File: src/sv/quaternion_to_euler_angles_unit_macros.svh
// ----------------------------------------------------------------------------
// Quaternion to Euler angles unit assertion macros
// Concurrent assertion wrappers, left empty in synthesis builds.
// ----------------------------------------------------------------------------
`ifndef QUATERNION_TO_EULER_ANGLES_UNIT_MACROS_SVH
`define QUATERNION_TO_EULER_ANGLES_UNIT_MACROS_SVH
`ifndef SYNTHESIS
`define QTEA_ASSERT_IMPLY(label, clk, rst, ante, cons, msg) \
   label: assert property (@(posedge clk) disable iff (rst) (ante) |-> (cons)) \
      else $error(msg);
`define QTEA_ASSERT_NEXT(label, clk, rst, ante, cons, msg) \
   label: assert property (@(posedge clk) disable iff (rst) (ante) |=> (cons)) \
      else $error(msg);
`else
`define QTEA_ASSERT_IMPLY(label, clk, rst, ante, cons, msg)
`define QTEA_ASSERT_NEXT(label, clk, rst, ante, cons, msg)
`endif
`endif

File: src/sv/qtea_pkg.sv
// ----------------------------------------------------------------------------
// Quaternion to Euler angles package
// Shared widths, sideband types and the arctangent table.
// ----------------------------------------------------------------------------
package qtea_pkg;

   localparam int VecW        = 36;
   localparam int SqW         = 62;
   localparam int RootW       = 31;
   localparam int SqrtStages  = 31;
   localparam int NumLanes    = 3;
   localparam int LaneHeading = 0;
   localparam int LanePitch   = 1;
   localparam int LaneBank    = 2;

   // arctangent of 2^-i, pi = 2^31
   localparam logic [31:0] ATAN_TAB [24] = '{
      32'h20000000, 32'h12E4051E, 32'h09FB385B, 32'h051111D4, 32'h028B0D43,
      32'h0145D7E1, 32'h00A2F61E, 32'h00517C55, 32'h0028BE53, 32'h00145F2F,
      32'h000A2F98, 32'h000517CC, 32'h00028BE6, 32'h000145F3, 32'h0000A2FA,
      32'h0000517D, 32'h000028BE, 32'h0000145F, 32'h00000A30, 32'h00000518,
      32'h0000028C, 32'h00000146, 32'h000000A3, 32'h00000051
   };

   typedef struct packed {
      logic               locked;
      logic signed [15:0] lock_pitch;
   } lock_type;

   typedef struct packed {
      lock_type                lk;
      logic signed [VecW-1:0]  s;
      logic signed [VecW-1:0]  hy;
      logic signed [VecW-1:0]  hx;
      logic signed [VecW-1:0]  by;
      logic signed [VecW-1:0]  bx;
   } side_type;

   // table entry rounded half up to the accumulator scale
   function automatic logic [31:0] tab_entry(input int idx, input int shift);
      logic [32:0] t;
      t = {1'b0, ATAN_TAB[idx]};
      if (shift > 0) begin
         t = (t + (33'd1 << (shift - 1))) >> shift;
      end
      return t[31:0];
   endfunction

endpackage

File: src/sv/qtea_sqrt.sv
// ----------------------------------------------------------------------------
// Pipelined integer square root
// One result bit per stage, floor(sqrt) of the operand.
// ----------------------------------------------------------------------------
module qtea_sqrt (
   input  logic                       clock,
   input  logic                       reset,
   input  logic                       in_valid,
   input  logic [qtea_pkg::SqW-1:0]   operand,
   output logic                       out_valid,
   output logic [qtea_pkg::RootW-1:0] root
);
   import qtea_pkg::*;

   logic [SqW-1:0] v_ff [SqrtStages];
   logic [SqW-1:0] r_ff [SqrtStages];
   logic           valid_ff [SqrtStages];

   for (genvar j = 0; j < SqrtStages; j++) begin : g_stage
      localparam logic [SqW-1:0] Bit = SqW'(1) << (2 * (SqrtStages - 1 - j));
      logic [SqW-1:0] v_src, r_src, trial, v_in, r_in;
      logic           valid_src;

      if (j == 0) begin : g_first
         assign v_src     = operand;
         assign r_src     = '0;
         assign valid_src = in_valid;
      end else begin : g_next
         assign v_src     = v_ff[j-1];
         assign r_src     = r_ff[j-1];
         assign valid_src = valid_ff[j-1];
      end

      always_comb begin
         trial = r_src + Bit;
         if (v_src >= trial) begin
            v_in = v_src - trial;
            r_in = (r_src >> 1) + Bit;
         end else begin
            v_in = v_src;
            r_in = r_src >> 1;
         end
      end

      always_ff @(posedge clock) begin
         v_ff[j] <= v_in;
         r_ff[j] <= r_in;
      end

      always_ff @(posedge clock) begin
         if (reset) begin
            valid_ff[j] <= 1'b0;
         end else begin
            valid_ff[j] <= valid_src;
         end
      end
   end

   assign out_valid = valid_ff[SqrtStages-1];
   assign root      = r_ff[SqrtStages-1][RootW-1:0];

endmodule

File: config.mk
export PLATFORM = sky130hd
export DESIGN_NAME = qtea_sqrt
export DESIGN_NICKNAME = d
export VERILOG_FILES = /design/src/sv/quaternion_to_euler_angles_unit_macros.svh /design/src/sv/qtea_pkg.sv /design/src/sv/qtea_sqrt.sv
export SDC_FILE = /design/constraint.sdc
export NUM_CORES = 2
export LEC_CHECK = 0
export BUFFER_PORTS_ARGS = -buffer_cell sky130_fd_sc_hd__buf_2
export CAP_MARGIN = 30
export CORE_MARGIN = 1.5
export CORE_UTILIZATION = 55
export DETAILED_ROUTE_END_ITERATION = 10
export GPL_TIMING_DRIVEN = 1
export PLACE_DENSITY = 0.71
export SYNTH_ARGS = -nofsm -noshare
export SYNTH_HDL_FRONTEND = slang
export SYNTH_SLANG_ARGS = --single-unit
File: constraint.sdc
create_clock -name clock -period 3.8 [get_ports clock]
set_input_delay 0.57 -clock clock [delete_from_list [all_inputs] [get_ports clock]]
set_output_delay 0.57 -clock clock [all_outputs]
set_load 0.01 [all_outputs]
# Yosys cells after proc, flatten, opt, wreduce, memory -nomap -nowiden
# Memory sizes are Yosys's and may differ from the RTL's.
# Index checks and enable logic that the tools add are counted.
# op_classes
add_sub_neg,91
n_lt_le_gt_ge,31
muxes,96
bitwise_logic,31
# op_table
cell,n
$mux W62,61
$ge A62 B62 Y1,30
$sub A62 B62 Y62,30
$add A61 B1 Y62 const B,1
$add A61 B11 Y62 const B,1
$add A61 B13 Y62 const B,1
$add A61 B15 Y62 const B,1
$add A61 B17 Y62 const B,1
$add A61 B19 Y62 const B,1
$add A61 B21 Y62 const B,1
$add A61 B23 Y62 const B,1
$add A61 B25 Y62 const B,1
$add A61 B27 Y62 const B,1
$add A61 B29 Y62 const B,1
$add A61 B3 Y62 const B,1
$add A61 B31 Y62 const B,1
$add A61 B33 Y62 const B,1
$add A61 B35 Y62 const B,1
$add A61 B37 Y62 const B,1
$add A61 B39 Y62 const B,1
$add A61 B41 Y62 const B,1
$add A61 B43 Y62 const B,1
$add A61 B45 Y62 const B,1
$add A61 B47 Y62 const B,1
other kinds (44),107
# word_totals
ff_bits,0
mem_bits_rw,3875
out_inout_bits,32
mem_count,3
# memory_table
name,depth,width,rd,rd_ports_with_merged_regs,wr,line,text
r_ff,31,62,31,0,31,qtea_sqrt.sv:16,logic [SqW-1:0] r_ff [SqrtStages];
v_ff,31,62,30,0,31,qtea_sqrt.sv:15,logic [SqW-1:0] v_ff [SqrtStages];
valid_ff,31,1,31,0,31,qtea_sqrt.sv:17,logic valid_ff [SqrtStages];

# Longest topological paths before layout
# An unclocked memory read counts as a cell.
# logic_depth
depth_word,4
mapped_depth,15
depth_no_buf,14

# Least setup slack after synthesis
# Ideal clock, no wire load.
# synth_timing
kind,register to register
startpoint,"memory v_ff[18][54], in the netlist v_ff[1][178]"
endpoint,"memory v_ff[19][47], in the netlist v_ff[1][233]"
setup_ps,121
arrival_ps,3103
path_slack_ps,576
stages_incl_launch_ff,12
n_path_buf,1
period_less_slack_ps,3224
cell_sequence,dfxtp_1 or4_4 or4_1 or2_1 or3_1 or4_1 a41o_1 buf_6 o21ai_2 nand2b_1 nor2_1 xor2_1
# synth_lines
element,line
from (decl),qtea_sqrt.sv:15

==> qor.csv <==
metric,value,unit
dominant synthesized flop cell,dfxtp_1,
critical path type,reg -> reg,
Hold WS,203,ps
main combinational cell family by area after synthesis,simple AND/OR/NAND/NOR gates,
WL/cell,18.7,µm
compound-cell area share of the yosys netlist,11.5,%
fillers,13001,
ys async rst share,0,%
Core Footprint,0.161,mm²
number of flops mapped to enable cells by yosys,0,
xor and xnor fraction of the mapped netlist area,8.01,%
top-count cell post-synth,dfxtp_1,
CTS sink cnt,2387,
Tot Pwr,78.3,mW
hold path depth,2,
Initial Util,55.6,%
remaining antenna violation count after routing,0,
hold-critical path endpoint,valid_ff[1][13],
Max Freq,273,MHz
data arrival time of the critical path,4400,ps
adder-cell area share of the yosys netlist,7.34,%
post-synth top area share,53.4,%
"Max FO, Critical Path",5,
mux share of post-synthesis cell area,1.21,%
simple-gate share of the synthesized area,15.2,%
synthesized instance count,8919,
1st-pass router iterations,6,
met3 routed wirelength,10300,µm
final core occ,63.2,%
Detail Route met2 WL,103000,µm
Final Hold Fails,0,
die width,406,µm
Pwr Density,769,mW/mm²
Routed WL,217000,µm
flop2flop setup slack,140,ps
outcome,"finished, final reports clean",
H-tree depth,4,
internal power,53.1,mW
CP Launch Type,flop,
largest net degree at the start of global routing,56,
Rel. slew slack,24.3,%
Seq cells post-synth,2387,
number of global-route vias before repair,63805,
first-pass GRT wire length,344000,µm
synthesized cell area,0.0895,mm²
Nets,9841,
Vias,63909,
clock share of power,30.5,%
Lkg Pwr,46.8,nW
syn nets,9509,
Reg power frac,45.5,%
Max IR drop VDD,0.581,mV
Synth-to-Final Area Change,13.8,%
Comb power frac,23.9,%
post-DP HPWL,166000,µm
initial antenna violation count,14,
GRT Util Overall,26.1,%
via-per-instance ratio,5.50,
Slew @ Worst Pin,1130,ps
DRT iter0 DRCs,4315,
"area leader, netlist",dfxtp_1,
Clock Pin Slew Worst Setup and Hold Paths,60,ps
synth top area cells,"dfxtp_1, ha_1, xnor2_1",
Worst Setup End Kind,flop,
post-synthesis sequential area ratio,53.4,%
M1 WL,97500,µm
GPL Wtd Cong,0.923,
Site Rows,147,
I/O pin count,97,
Worst EP required,4540,ps
Setup Viol. Count Final,0,
PortBufs,96,
layout cells sized above 1,8.16,%
die area,0.165,mm²
CTS tree,built,
Synth warnings,0,
Worst Hold Launch,reset,
sw frac,32.2,%
DRC violations left,0,
max-cap viol count,0,
root buf cell,clkbuf_16,
worst r2r path cells,12,
Post-synth top cells,"dfxtp_1, inv_1, nor2_1",
DIE HEIGHT,406,µm
Clock Path Buffers,3,
HP Class,in -> reg,
fin crit share,96.4,%
synth unique cells,87,
clk_lat worst skew,860,ps
"Setup Fix Bufs, Post-CTS",0,
min Tclk post-route,3660,ps
CTS Buf Count,226,
Reg-to-Reg End,v_ff[1][122],
Worst R2R Start,v_ff[1][26],
global-route congestion overflow total,0,
final setup skew,79.8,ps
Switch Pwr,25.2,mW
"Slew Viols, Final",0,
top sig layer,met5,
post-synthesis area per instance,10.0,µm²
cell type report:
type                    instances  area, µm²  share of cell area, %
diodes                          5       12.5                 0.0123
clock inverters               116       1740                   1.71
flip-flops and latches       2387      47800                   46.9
well taps                    2160       2700                   2.65
clock buffers                 308       6450                   6.34
multi-input cells            5734      38900                   38.1
repair buffers                268       1960                   1.93
inverters                     634       2380                   2.34
worst max-delay path: stages, from the launching register on:
cell and delay (ps):
dfxtp_1 410, inv_1 70, ha_1 210, nand2b_1 180, a21oi_1 230, o21a_1 200, o21ai_0 190, a311oi_1 700
nor3b_4 70, or3_1 370, or3_1 350, a21o_1 160, a2111o_1 390
worst max path at each step:
stage                              end          from  slack (ps)
after floorplan           v_ff[1][233]  v_ff[1][178]         580
after global placement    v_ff[1][178]  r_ff[1][104]        -130
after detailed placement  v_ff[1][122]   r_ff[1][44]          60
after CTS                 v_ff[1][122]   r_ff[1][43]          30
after global routing      v_ff[1][550]  r_ff[1][471]          -9
final                     v_ff[1][122]   v_ff[1][26]         140
metrics by stage:
step / TNS [ps] / std cells / setup WS, ps / instance area [µm²]
after global routing: -8.51 / 11608 / -8.51 / 102000
final: 0 / 11612 / 136 / 102000
after floorplan: 0 / 8919 / 576 / 89500
after CTS: 0 / 11607 / 26.6 / 102000
after detailed placement: 0 / 11120 / 55.4 / 93000
after global placement: -756 / 11118 / -133 / 93000
state kept, by name (all words and copies together), names as in the netlist:
signal,count
r_ff,496
v_ff,1860
valid_ff,31
routing by layer:
layer	vias up	global-route usage [%]
li1	31682	-
met1	30294	33.8
met2	1476	44.4
met3	445	4.14
met4	12	8.01
met5	-	0
repair_timing:
item / CTS / global route
gates resized for setup: 0 / 13
endpoints found under the hold margin: 63 / 0
hold buffers: 63 / 0
endpoints found under the setup margin: 0 / 60
cell usage in the layout (no fill, tap or decap), types with 28 or more instances in the layout:
master	instances
buf_2	98
xnor2_1	443
dlygate4sd3_1	63
nor2b_1	106
a21oi_1	562
nand3b_1	28
o21a_1	105
o31ai_1	44
nor3_1	234
a21o_1	219
nor4_1	296
ha_1	525
a211oi_1	40
nand2_1	562
o21bai_1	42
bufinv_16	29
clkbuf_16	227
and3_1	49
inv_1	632
nor4b_1	47
xor2_1	376
mux2_2	85
nand3_1	138
nand4_1	150
clkbuf_1	34
nand2b_1	107
clkbuf_8	47
and2_1	31
or3_1	98
o21ai_0	375
buf_4	104
clkinv_2	31
or4_1	66
dfxtp_1	2387
a31oi_1	39
nor2_1	594
o211ai_1	37
or2_2	39
power groups by stage:
stage / sequential, mW / clock [mW] / combinational (mW)
finish: 35.7 / 23.9 / 18.8
global route: 36.2 / 25.4 / 20.9
CTS: 35.6 / 24.3 / 18.6
detailed placement: 36.1 / 0 / 18.4
global placement: 36.1 / 0 / 18.1
floorplan: 33.9 / 0 / 14.4
cells by family (layout without fill, tap and decap cells):
group                      Yosys count  after routing
xor gates and xnor gates           819            819
buffers and inverters              798           1326
DFF                               2387           2387
adders and majority gates          525            525
and+or+nand+nor                   2636           2636
other                                0              5
AOI/OAI and AO/OA                 1657           1657
muxes                               97             97
(Power assumes the default switching activity.)
