$ cat src/sv/quaternion_to_euler_angles_unit_macros.svh
// ----------------------------------------------------------------------------
// Quaternion to Euler angles unit assertion macros
// Concurrent assertion wrappers, left empty in synthesis builds.
// ----------------------------------------------------------------------------
`ifndef QUATERNION_TO_EULER_ANGLES_UNIT_MACROS_SVH
`define QUATERNION_TO_EULER_ANGLES_UNIT_MACROS_SVH
`ifndef SYNTHESIS
`define QTEA_ASSERT_IMPLY(label, clk, rst, ante, cons, msg) \
   label: assert property (@(posedge clk) disable iff (rst) (ante) |-> (cons)) \
      else $error(msg);
`define QTEA_ASSERT_NEXT(label, clk, rst, ante, cons, msg) \
   label: assert property (@(posedge clk) disable iff (rst) (ante) |=> (cons)) \
      else $error(msg);
`else
`define QTEA_ASSERT_IMPLY(label, clk, rst, ante, cons, msg)
`define QTEA_ASSERT_NEXT(label, clk, rst, ante, cons, msg)
`endif
`endif

$ cat src/sv/qtea_delay.sv
// ----------------------------------------------------------------------------
// Sideband delay line
// Fixed-depth shift register that keeps payload aligned with the pipeline.
// ----------------------------------------------------------------------------
module qtea_delay #(
   parameter int WIDTH = 8,
   parameter int DEPTH = 4
) (
   input  logic             clock,
   input  logic [WIDTH-1:0] din,
   output logic [WIDTH-1:0] dout
);

   logic [WIDTH-1:0] tap_ff [DEPTH];

   always_ff @(posedge clock) begin
      tap_ff[0] <= din;
      for (int i = 1; i < DEPTH; i++) begin
         tap_ff[i] <= tap_ff[i-1];
      end
   end

   assign dout = tap_ff[DEPTH-1];

endmodule

$ cat config.mk
export PLATFORM = sky130hd
export DESIGN_NAME = qtea_delay
export DESIGN_NICKNAME = d
export VERILOG_FILES = /design/src/sv/quaternion_to_euler_angles_unit_macros.svh /design/src/sv/qtea_delay.sv
export SDC_FILE = /design/constraint.sdc
export NUM_CORES = 1
export LEC_CHECK = 0
export BUFFER_PORTS_ARGS = -buffer_cell sky130_fd_sc_hd__clkbuf_2
export CAP_MARGIN = 40
export CORE_AREA = 2 2 40 42
export CTS_CLUSTER_DIAMETER = 80
export CTS_CLUSTER_SIZE = 10
export DETAILED_ROUTE_END_ITERATION = 8
export DIE_AREA = 0 0 42 44
export GPL_TIMING_DRIVEN = 0
export PLACE_DENSITY = 0.76
export SYNTH_ARGS = -nofsm -noshare
export SYNTH_HDL_FRONTEND = slang
export SYNTH_SLANG_ARGS = --single-unit
$ cat constraint.sdc
create_clock -name clock -period 0.8 [get_ports clock]
set_input_delay 0.04 -clock clock [delete_from_list [all_inputs] [get_ports clock]]
set_output_delay 0.04 -clock clock [all_outputs]
set_load 0.005 [all_outputs]
## Word-level counts from Yosys, hierarchy flattened

Memories as Yosys holds them, arrays and structs flattened.
Cells that the tools add are included.

| operators by class | value |
|---|---|
| add/subtract/negate cells | 0 |
| multiply operators | 0 |
| div/mod/pow operators | 0 |
| order comparisons | 0 |
| equal/unequal tests | 0 |
| shift operators | 0 |
| multiplexer cells | 0 |
| bitwise gates (word level) | 0 |
| reductions and logical operators | 0 |

| storage, ports and cells | value |
|---|---|
| register bits after elaboration | 0 |
| latch bits | 0 |
| RAM bits | 32 |
| memory bits (read-only) | 0 |
| bits of input ports | 9 |
| output and inout bits | 8 |
| word-level logic and storage cells | 1 |
| memories | 1 |

Memory list:

| memory | depth | width | read ports | clocked after memory_dff | wr ports | line | RTL |
|---|---|---|---|---|---|---|---|
| tap_ff | 4 | 8 | 4 | 0 | 4 | qtea_delay.sv:14 | `logic [WIDTH-1:0] tap_ff [DEPTH];` |

## Logic depth before layout (Yosys ltp)

Gate-level depths: netlist of run 1.

| logic depth | value |
|---|---|
| depth after elaboration | 0 |
| gate-level depth with buffers | 0 |
| depth with buffers taken out | 0 |

## Worst setup path before layout of run 1

OpenSTA, ideal clock, no wires.

| timing path | value |
|---|---|
| path kind | reg2reg |
| start | memory tap_ff[0][0] |
| end | memory tap_ff[1][0] |
| setup time | 0.111 ns |
| arrival | 0.269 ns |
| data required time | 0.689 ns |
| setup slack | 0.420 ns |
| stages on the path, launching flop included | 1 |
| buffers on the path | 0 |
| clock period less this slack | 0.380 ns |
| path through | dfxtp_1 |

RTL lines:

| what | line |
|---|---|
| start: declaration | qtea_delay.sv:14 |

==> metrics.cfg, run 1 <==
[detailed_routing]
wl_um=662
vias=314
drtAntennaViolNets=0
drt_iter0_drc=1
wl_per_cell_um=8.28
first_pass_iters=2
viasPerCell=3.93
drc=0

[logic_synthesis]
ys_seq_elements=32
yosys.area.top_type=dfxtp_1
avgSynthCellArea_um2=20.0
netlist_instances=32
yosys.area.top_type_share_pct=100
seq_area_frac_synth_pct=100
synth.area.top_cells=dfxtp_1 (100%)
synth_ff_type=dfxtp_1
syn_nets=41
ys_warn_count=0
async_flop_share_pct=0
ys_types=1
synthTopCellsByCount=dfxtp_1 (32)
syn_area_um2=641
synth_enable_flop_cells=0
synth_most_common_cell=dfxtp_1

[placed_design]
place_congestion=0.536
dp.cells=64
placed_area_um2=741
place_ws_ns=0.364
io_buffers=16

[global_routing]
grt_pass1_wl_um=1310
grt_max_degree=11
antenna_found_initial=0
grt_pass1_vias=320
grt_util_all_layers_pct=11.1
grt_overflow=0

[final_layout]
syn2layout_area_growth_pct=40.6
final-instance-count-excl-fill=80
drive_gt1_share_pct=40.6
top_regs=tap_ff x32
largest_register_ffs=32
multi_input_comb_cells=0
final_cell_area_um2=901
post-route-util_pct=63.5
multi_input_area_um2=0
fill_cells=120
diodes=0
regMostFlops=tap_ff
nNetsFinal=72

[sta]
drv_slew=0
tightestPinTransition_ns=0.0911
fin_crit_sh_pct=95.8
rsz0062_at_grt=true
postLayoutSetupSlackWorst_ns=0.0332
timing.setup.tns_ns=0
setup_viol=0
finClkSkew_ns=0.00770
slew_headroom_pct=93.9
fin_crit_ns=0.767
hold_violations=0
fmax_mhz=1300

[die]
dieArea_um2=1850
start_util_pct=45.1
ios=17
num_rows=14
coreArea_um2=1420
die_w_um=42
die_y_um=44

[power]
ir_drop_mv=1.93
leakage_nw=0.412
p_per_area_nw_per_um2=3210

[clocking]
cts_buffers=5
clock-sinks=32
tritoncts=yes
root_buffer=clkbuf_4
htreeDepth=2
clk_latency_ns=0.31
cts.clk_slew.worst_paths_ns=0.09
clock_path_buffers=2

[worst_setup_path]
arrival_ns=0.73
cpPeakStageDelay_ns=0.32
critPathTopFamily=flip-flops
critPathBufInv=1
critical_path_class=reg2out
critPathLaunchType=flip-flop
endpoint_kind=output port
crit_path_top_delay_cell=dfxtp_2
crit_path_max_fanout=1
cp.required_ns=0.76
path_cells=clkbuf_2

[run]
drv_cap=0

[outcome]
status=complete, no violations

[worst_hold_path]
hold_path.class=reg2reg

area by class of cell:
type                  count  area (µm²)  area share, %
clock inverter            2        35.0           3.89
clock buffer              6        41.3           4.58
tap                      16        20.0           2.22
timing repair buffer     24         160           17.8
sequential               32         644           71.5
kinds of logic (layout without fill, tap and decap cells):
kind of cell  after synthesis  after routing  synth area share, %
flops                      32             32                  100
buf+inv                     0             32                    0
cell usage in the layout (no fill, tap or decap):
master / Yosys / routed
clkbuf_1: 0 / 1
clkinv_2: 0 / 1
clkbuf_2: 0 / 16
dfxtp_2: 0 / 3
clkbuf_4: 0 / 5
dlygate4sd3_1: 0 / 8
bufinv_16: 0 / 1
dfxtp_1: 32 / 29
per-layer routing:
layer	vias up	routed length [µm]	GRT usage, %
met2	22	320	14.7
met5	-	0	0
li1	159	-	-
met1	129	224	11.3
met3	4	91	8.75
met4	0	25	9.68
worst paths after layout:
check | start | slack, ns | cells after the start | end
worst max-delay path | tap_ff[3][7]$_DFF_P_ | 0.03 | 1 | dout[7]
worst min-delay path | tap_ff[0][0]$_DFF_P_ | 0.32 | 0 | tap_ff[1][0]$_DFF_P_
worst max register to register | tap_ff[0][1]$_DFF_P_ | 0.39 | 0 | tap_ff[1][1]$_DFF_P_
worst min register to register | tap_ff[0][0]$_DFF_P_ | 0.32 | 0 | tap_ff[1][0]$_DFF_P_
what timing repair did:
item / in CTS / in global routing
hold buffers: 8 / 0
buffers inserted: 0 / 0
resized for setup: 0 / 3
hold endpoints to repair: 8 / 0
endpoints found under the setup margin: 0 / 8
stage by stage:
step / hold slack, ns / total power (W)
2_1_floorplan: 0.0677 / 0.00173
5_1_grt: 0.341 / 0.00306
4_1_cts: 0.330 / 0.00293
3_3_place_gp: 0.143 / 0.00177
6_report: 0.325 / 0.00289
3_5_place_dp: 0.144 / 0.00177
power breakdown:
group	total [W]	internal (W)	switching, W
clock network	0.00113	0.000655	0.000473
registers	0.00170	0.00168	0.0000170
logic	0.0000709	0.0000521	0.0000188
(Power assumes the default switching activity.)
==> inputs of run 2 (changes only) <==
- CORE_AREA: 2 2 40 42 -> 2 2 41 43
- DIE_AREA: 0 0 42 44 -> 0 0 43 45
- PLACE_DENSITY: 0.76 -> 0.73
==> run 2 against run 1 <==
Compared with the run above:
- sequential share of layout area is 1.5 points higher
- clock power is 22% lower
- flip-flop and latch count stayed put
- die area is 4.7% higher
- cell count stayed put
- combinational power is 0.7% lower
- clock skew is 0.0034 ns lower
- critical path type unchanged
==> metrics.cfg, run 2 (synthesis gave the netlist of run 1 again) <==
[detailed_routing]
first_pass_iters=2  ; unchanged
drtAntennaViolNets=0  ; unchanged
viasPerCell=3.78  ; was 3.93
wl_um=719  ; was 662 µm
vias=302  ; was 314
wl_per_cell_um=8.99  ; was 8.28 µm
drc=0  ; unchanged
drt_iter0_drc=2  ; was 1

[global_routing]
grt_util_all_layers_pct=9.81  ; was 11.1%
grt_pass1_wl_um=1170  ; was 1310 µm
antenna_found_initial=0  ; unchanged
grt_overflow=0  ; unchanged
grt_pass1_vias=274  ; was 320
grt_max_degree=10  ; was 11

[worst_setup_path]
critPathLaunchType=flip-flop  ; unchanged
r2r-start=tap_ff[0][5]$_DFF_P_  ; was tap_ff[0][1]$_DFF_P_
startpoint=tap_ff[3][4]$_DFF_P_  ; was tap_ff[3][7]$_DFF_P_
critPathBufInv=1  ; unchanged
cpPeakStageDelay_ns=0.32  ; about the same
endpoint_kind=output port  ; unchanged
r2r_setup_slack_ns=0.39  ; about the same
reg2regPathDepth=0  ; unchanged
path_depth=1  ; unchanged
crit_path_top_delay_cell=dfxtp_2  ; unchanged
critPathTopFamily=flip-flops  ; unchanged
path_cells=clkbuf_2  ; unchanged
critical_path_class=reg2out  ; unchanged
critPathCapture=dout[4]  ; was dout[7]
cp.required_ns=0.76  ; about the same
crit_path_max_fanout=1  ; unchanged
r2r-end=tap_ff[1][5]$_DFF_P_  ; was tap_ff[1][1]$_DFF_P_
arrival_ns=0.73  ; about the same

[power]
power.total_w=0.00265  ; was 0.00289 W
p_per_area_nw_per_um2=2990  ; was 3210 nW/µm²
power.share.switching_pct=18.2  ; was 17.6%
leakage_nw=0.402  ; was 0.412 nW
power_switching_w=0.000482  ; was 0.000509 W
p_int_w=0.00216  ; was 0.00239 W
p_clk_share_pct=33.2  ; was 39.0%
p_comb_share_pct=2.7  ; was 2.4%
seqPwrFrac_pct=64.2  ; was 58.6%
ir_drop_mv=1.62  ; was 1.93 mV

[sta]
hold_violations=0  ; unchanged
drv_slew=0  ; unchanged
postLayoutSetupSlackWorst_ns=0.0338  ; was 0.0332 ns
finClkSkew_ns=0.00428  ; was 0.00770 ns
setup_viol=0  ; unchanged
fmax_mhz=1310  ; was 1300 MHz
tightestPinTransition_ns=0.0851  ; was 0.0911 ns
rsz0062_at_grt=true  ; unchanged
fin_crit_ns=0.766  ; was 0.767 ns
slew_headroom_pct=94.3  ; was 93.9%
fin_crit_sh_pct=95.8  ; about the same

[placed_design]
dp.cells=64  ; unchanged
io_buffers=16  ; unchanged
placed_area_um2=741  ; unchanged
place_congestion=0.550  ; was 0.536
place_ws_ns=0.354  ; was 0.364 ns

[die]
ios=17  ; unchanged
coreArea_um2=1470  ; was 1420 µm²
dieArea_um2=1940  ; was 1850 µm²
die_w_um=43  ; was 42 µm
num_rows=14  ; unchanged
die_y_um=45  ; was 44 µm
start_util_pct=43.5  ; was 45.1%

[clocking]
htreeDepth=2  ; unchanged
cts.clk_slew.worst_paths_ns=0.09  ; about the same
clock-sinks=32  ; unchanged
clock_path_buffers=2  ; unchanged
tritoncts=yes  ; unchanged
clk_latency_ns=0.31  ; about the same
root_buffer=clkbuf_4  ; unchanged
cts_buffers=5  ; unchanged

[final_layout]
nNetsFinal=72  ; unchanged
top_regs=tap_ff x32  ; unchanged
drive_gt1_share_pct=40.6  ; unchanged
final-instance-count-excl-fill=80  ; unchanged
final_cell_area_um2=885  ; was 901 µm²
multi_input_comb_cells=0  ; unchanged
largest_register_ffs=32  ; unchanged
final_cell_mix=dfxtp_1 (28), clkbuf_2 (16), dlygate4sd3_1 (8)  ; was dfxtp_1 (29), clkbuf_2 (16), dlygate4sd3_1 (8)
diodes=0  ; unchanged
syn2layout_area_growth_pct=38.1  ; was 40.6%
multi_input_area_um2=0  ; unchanged
regMostFlops=tap_ff  ; unchanged
layout_commonest_cell=dfxtp_1  ; unchanged

[worst_hold_path]
hold_path.class=reg2reg  ; unchanged

[outcome]
status=complete, no violations  ; unchanged

[run]
drv_cap=0  ; unchanged

==> run 2: final cells by class <==
type	instances	area (µm²)
Timing Repair Buffer	24	160
Tap cell	16	20.0
Clock buffer	8	58.8
Sequential cell	32	646
Fill cell	129	587
==> run 2: metal layers <==
layer / global-route usage (%) / up-vias / share of wire [%]
li1: - / 159 / -
met1: 8.64 / 125 / 33
met2: 14.5 / 16 / 54
met3: 9.60 / 2 / 12
met4: 5.45 / 0 / 0.83
met5: 0 / - / 0
==> run 2: through the flow <==
stage | util [%] | hold WS, ns | TNS, ns
after floorplan | - | 0.0677 | 0
after global placement | 50.3 | 0.142 | 0
after detailed placement | 50.3 | 0.144 | 0
after CTS | 59.8 | 0.325 | 0
after global routing | 60.1 | 0.334 | -0.0974
final | 60.1 | 0.327 | 0
==> run 2: worst min path at each step <==
stage                               from                    to  slack, ns  cells after the start
floorplan                         din[0]  tap_ff[0][0]$_DFF_P_       0.07                      0
global placement                  din[7]  tap_ff[0][7]$_DFF_P_       0.14                      1
detailed placement                din[3]  tap_ff[0][3]$_DFF_P_       0.14                      1
CTS                 tap_ff[0][6]$_DFF_P_  tap_ff[1][6]$_DFF_P_       0.33                      0
global route        tap_ff[2][4]$_DFF_P_  tap_ff[3][4]$_DFF_P_       0.33                      0
finish              tap_ff[0][6]$_DFF_P_  tap_ff[1][6]$_DFF_P_       0.33                      0
==> run 2: power groups by stage <==
stage | clock network (W) | logic, W | registers, W
5_1_grt | 0.00101 | 0.0000755 | 0.00171
4_1_cts | 0.000908 | 0.0000705 | 0.00170
6_report | 0.000878 | 0.0000704 | 0.00170
3_3_place_gp | 0 | 0.0000394 | 0.00173
2_1_floorplan | 0 | 0 | 0.00173
3_5_place_dp | 0 | 0.0000405 | 0.00173
==> run 2: timing repair <==
| item | in CTS | in global routing |
|---|---|---|
| resized for setup | 0 | 4 |
| endpoints found under the setup margin | 0 | 7 |
| hold buffers | 8 | 0 |
| buffers inserted | 0 | 0 |
| hold endpoints to repair | 8 | 0 |
==> inputs of run 3 (changes only) <==
- CORE_AREA: 2 2 41 43 -> 4 4 43 45
- DIE_AREA: 0 0 43 45 -> 0 0 47 49
==> run 3 against run 2 <==
Compared with the run above:
- sequential share of layout area decreased by 2.9 points
- die area increased by 19%
- register-to-register slack about the same
- first-iteration DRC count unchanged
- routed wire length decreased by 3.5%
- global-route usage decreased by 2.0 points
- power increased by 16%
- fmax increased by 0.19%
- hold slack improved by 0.0015 ns
- clock power increased by 47%
- flip-flop and latch count unchanged
- largest cell class unchanged
- critical path depth unchanged
==> metrics.cfg, run 3 (synthesis gave the netlist of run 1 again) <==
[sta]
setup_viol=0  ; unchanged
rsz0062_at_grt=true  ; unchanged
fin_crit_ns=0.765  ; was 0.766 ns
hold_violations=0  ; unchanged
fin_crit_sh_pct=95.6  ; was 95.8%
timing.setup.tns_ns=0  ; unchanged
drv_slew=0  ; unchanged
fmax_mhz=1310  ; about the same
tightestPinTransition_ns=0.0878  ; was 0.0851 ns
slew_headroom_pct=94.1  ; was 94.3%
finClkSkew_ns=0.00474  ; was 0.00428 ns

[final_layout]
syn2layout_area_growth_pct=43.6  ; was 38.1%
final_cell_mix=dfxtp_1 (29), clkbuf_2 (16), dlygate4sd3_1 (8)  ; was dfxtp_1 (28), clkbuf_2 (16), dlygate4sd3_1 (8)
largest_register_ffs=32  ; unchanged
final_cell_area_um2=920  ; was 885 µm²
diodes=0  ; unchanged
nNetsFinal=72  ; unchanged
multi_input_comb_cells=0  ; unchanged
layout_commonest_cell=dfxtp_1  ; unchanged
top_regs=tap_ff x32  ; unchanged
final-instance-count-excl-fill=80  ; unchanged
post-route-util_pct=62.5  ; was 60.1%
drive_gt1_share_pct=42.2  ; was 40.6%
multi_input_area_um2=0  ; unchanged
regMostFlops=tap_ff  ; unchanged

[detailed_routing]
first_pass_iters=2  ; unchanged
drtAntennaViolNets=0  ; unchanged
wl_um=694  ; was 719 µm
viasPerCell=3.81  ; was 3.78
vias=305  ; was 302
drc=0  ; unchanged
drt_iter0_drc=2  ; unchanged
wl_per_cell_um=8.68  ; was 8.99 µm

[worst_setup_path]
reg2regPathDepth=0  ; unchanged
r2r-start=tap_ff[0][2]$_DFF_P_  ; was tap_ff[0][5]$_DFF_P_
cp.required_ns=0.76  ; about the same
cpPeakStageDelay_ns=0.32  ; about the same
path_depth=1  ; unchanged
startpoint=tap_ff[3][5]$_DFF_P_  ; was tap_ff[3][4]$_DFF_P_
r2r-end=tap_ff[1][2]$_DFF_P_  ; was tap_ff[1][5]$_DFF_P_
critPathBufInv=1  ; unchanged
crit_path_max_fanout=1  ; unchanged
critPathLaunchType=flip-flop  ; unchanged
arrival_ns=0.72  ; was 0.73 ns
critPathCapture=dout[5]  ; was dout[4]
r2r_setup_slack_ns=0.39  ; about the same
path_cells=clkbuf_2  ; unchanged
endpoint_kind=output port  ; unchanged
critical_path_class=reg2out  ; unchanged
crit_path_top_delay_cell=dfxtp_1  ; was dfxtp_2
critPathTopFamily=flip-flops  ; unchanged

[power]
power.share.switching_pct=16.3  ; was 18.2%
p_clk_share_pct=42.2  ; was 33.2%
leakage_nw=0.421  ; was 0.402 nW
seqPwrFrac_pct=55.5  ; was 64.2%
p_comb_share_pct=2.3  ; was 2.7%
power_switching_w=0.000497  ; was 0.000482 W
p_per_area_nw_per_um2=3320  ; was 2990 nW/µm²
p_int_w=0.00256  ; was 0.00216 W
ir_drop_mv=1.89  ; was 1.62 mV

[global_routing]
grt_util_all_layers_pct=7.80  ; was 9.81%
grtUsageMet1_pct=5.77  ; was 8.64%
grt_pass1_wl_um=1110  ; was 1170 µm
antenna_found_initial=0  ; unchanged
grt_overflow=0  ; unchanged
grt_use_met3_pct=7.75  ; was 9.60%
grt_pass1_vias=302  ; was 274
busiest_layer=met2  ; unchanged
grt_max_degree=11  ; was 10
met2_usage_pct=11.5  ; was 14.5%

[clocking]
clk_latency_ns=0.31  ; about the same
cts.clk_slew.worst_paths_ns=0.09  ; about the same
cts_buffers=5  ; unchanged
tritoncts=yes  ; unchanged
htreeDepth=2  ; unchanged
clock_path_buffers=2  ; unchanged
root_buffer=clkbuf_4  ; unchanged
clock-sinks=32  ; unchanged

[die]
dieArea_um2=2300  ; was 1940 µm²
ios=17  ; unchanged
start_util_pct=43.5  ; unchanged
die_y_um=49  ; was 45 µm
num_rows=14  ; unchanged
coreArea_um2=1470  ; unchanged
die_w_um=47  ; was 43 µm

[placed_design]
io_buffers=16  ; unchanged
dp.cells=64  ; unchanged
place_congestion=0.554  ; was 0.550
placed_area_um2=741  ; unchanged

[worst_hold_path]
hold_path.class=reg2reg  ; unchanged

[outcome]
status=complete, no violations  ; unchanged

[run]
drv_cap=0  ; unchanged

[run 3: cell count changes in the layout (fill, tap and decap cells not counted)]
cell	delta
clkbuf_8	+1
clkbuf_1	-2
bufinv_16	+1
dfxtp_2	-1
dfxtp_1	+1
[run 3: cell type report]
class                 count  area (µm²)
fill                    117         552
tap                      16        20.0
clock buffer              7        65.1
timing repair buffer     24         160
clock inverter            1        30.0
sequential               32         644
[run 3: power groups by stage]
| stage | clock, W | combinational [W] | sequential (W) |
|---|---|---|---|
| floorplan | 0 | 0 | 0.00173 |
| global placement | 0 | 0.0000401 | 0.00173 |
| detailed placement | 0 | 0.0000405 | 0.00173 |
| CTS | 0.00133 | 0.0000703 | 0.00170 |
| global route | 0.00140 | 0.0000799 | 0.00170 |
| finish | 0.00129 | 0.0000707 | 0.00170 |
[run 3: worst min-delay path by stage]
stage	cells past startpoint	from	endpoint	slack, ns
final	0	tap_ff[1][3]$_DFF_P_	tap_ff[2][3]$_DFF_P_	0.33
after global routing	0	tap_ff[2][2]$_DFF_P_	tap_ff[3][2]$_DFF_P_	0.34
after CTS	0	tap_ff[1][3]$_DFF_P_	tap_ff[2][3]$_DFF_P_	0.33
after detailed placement	1	din[2]	tap_ff[0][2]$_DFF_P_	0.14
after global placement	1	din[0]	tap_ff[0][0]$_DFF_P_	0.14
after floorplan	0	din[0]	tap_ff[0][0]$_DFF_P_	0.07
[run 3: what timing repair did]
action / 4_1_cts / 5_1_grt
gates resized for setup: 0 / 3
setup endpoints to repair: 0 / 6
buffers inserted: 0 / 0
endpoints found under the hold margin: 8 / 0
hold buffers: 8 / 0
[run 3: per-stage QoR]
stage               worst slack (ns)  hold WS, ns  power, W
floorplan                      0.420       0.0677   0.00173
global placement               0.374        0.143   0.00177
detailed placement             0.362        0.144   0.00178
CTS                          0.00909        0.327   0.00309
global route                 -0.0181        0.335   0.00319
finish                        0.0353        0.329   0.00306
[run 3: per-layer routing]
layer | wire length, µm | vias up | part of all wire (%)
met2 | 363 | 19 | 52
met4 | 0 | 0 | 0
li1 | - | 159 | -
met3 | 100 | 0 | 14
met5 | 0 | - | 0
met1 | 230 | 127 | 33
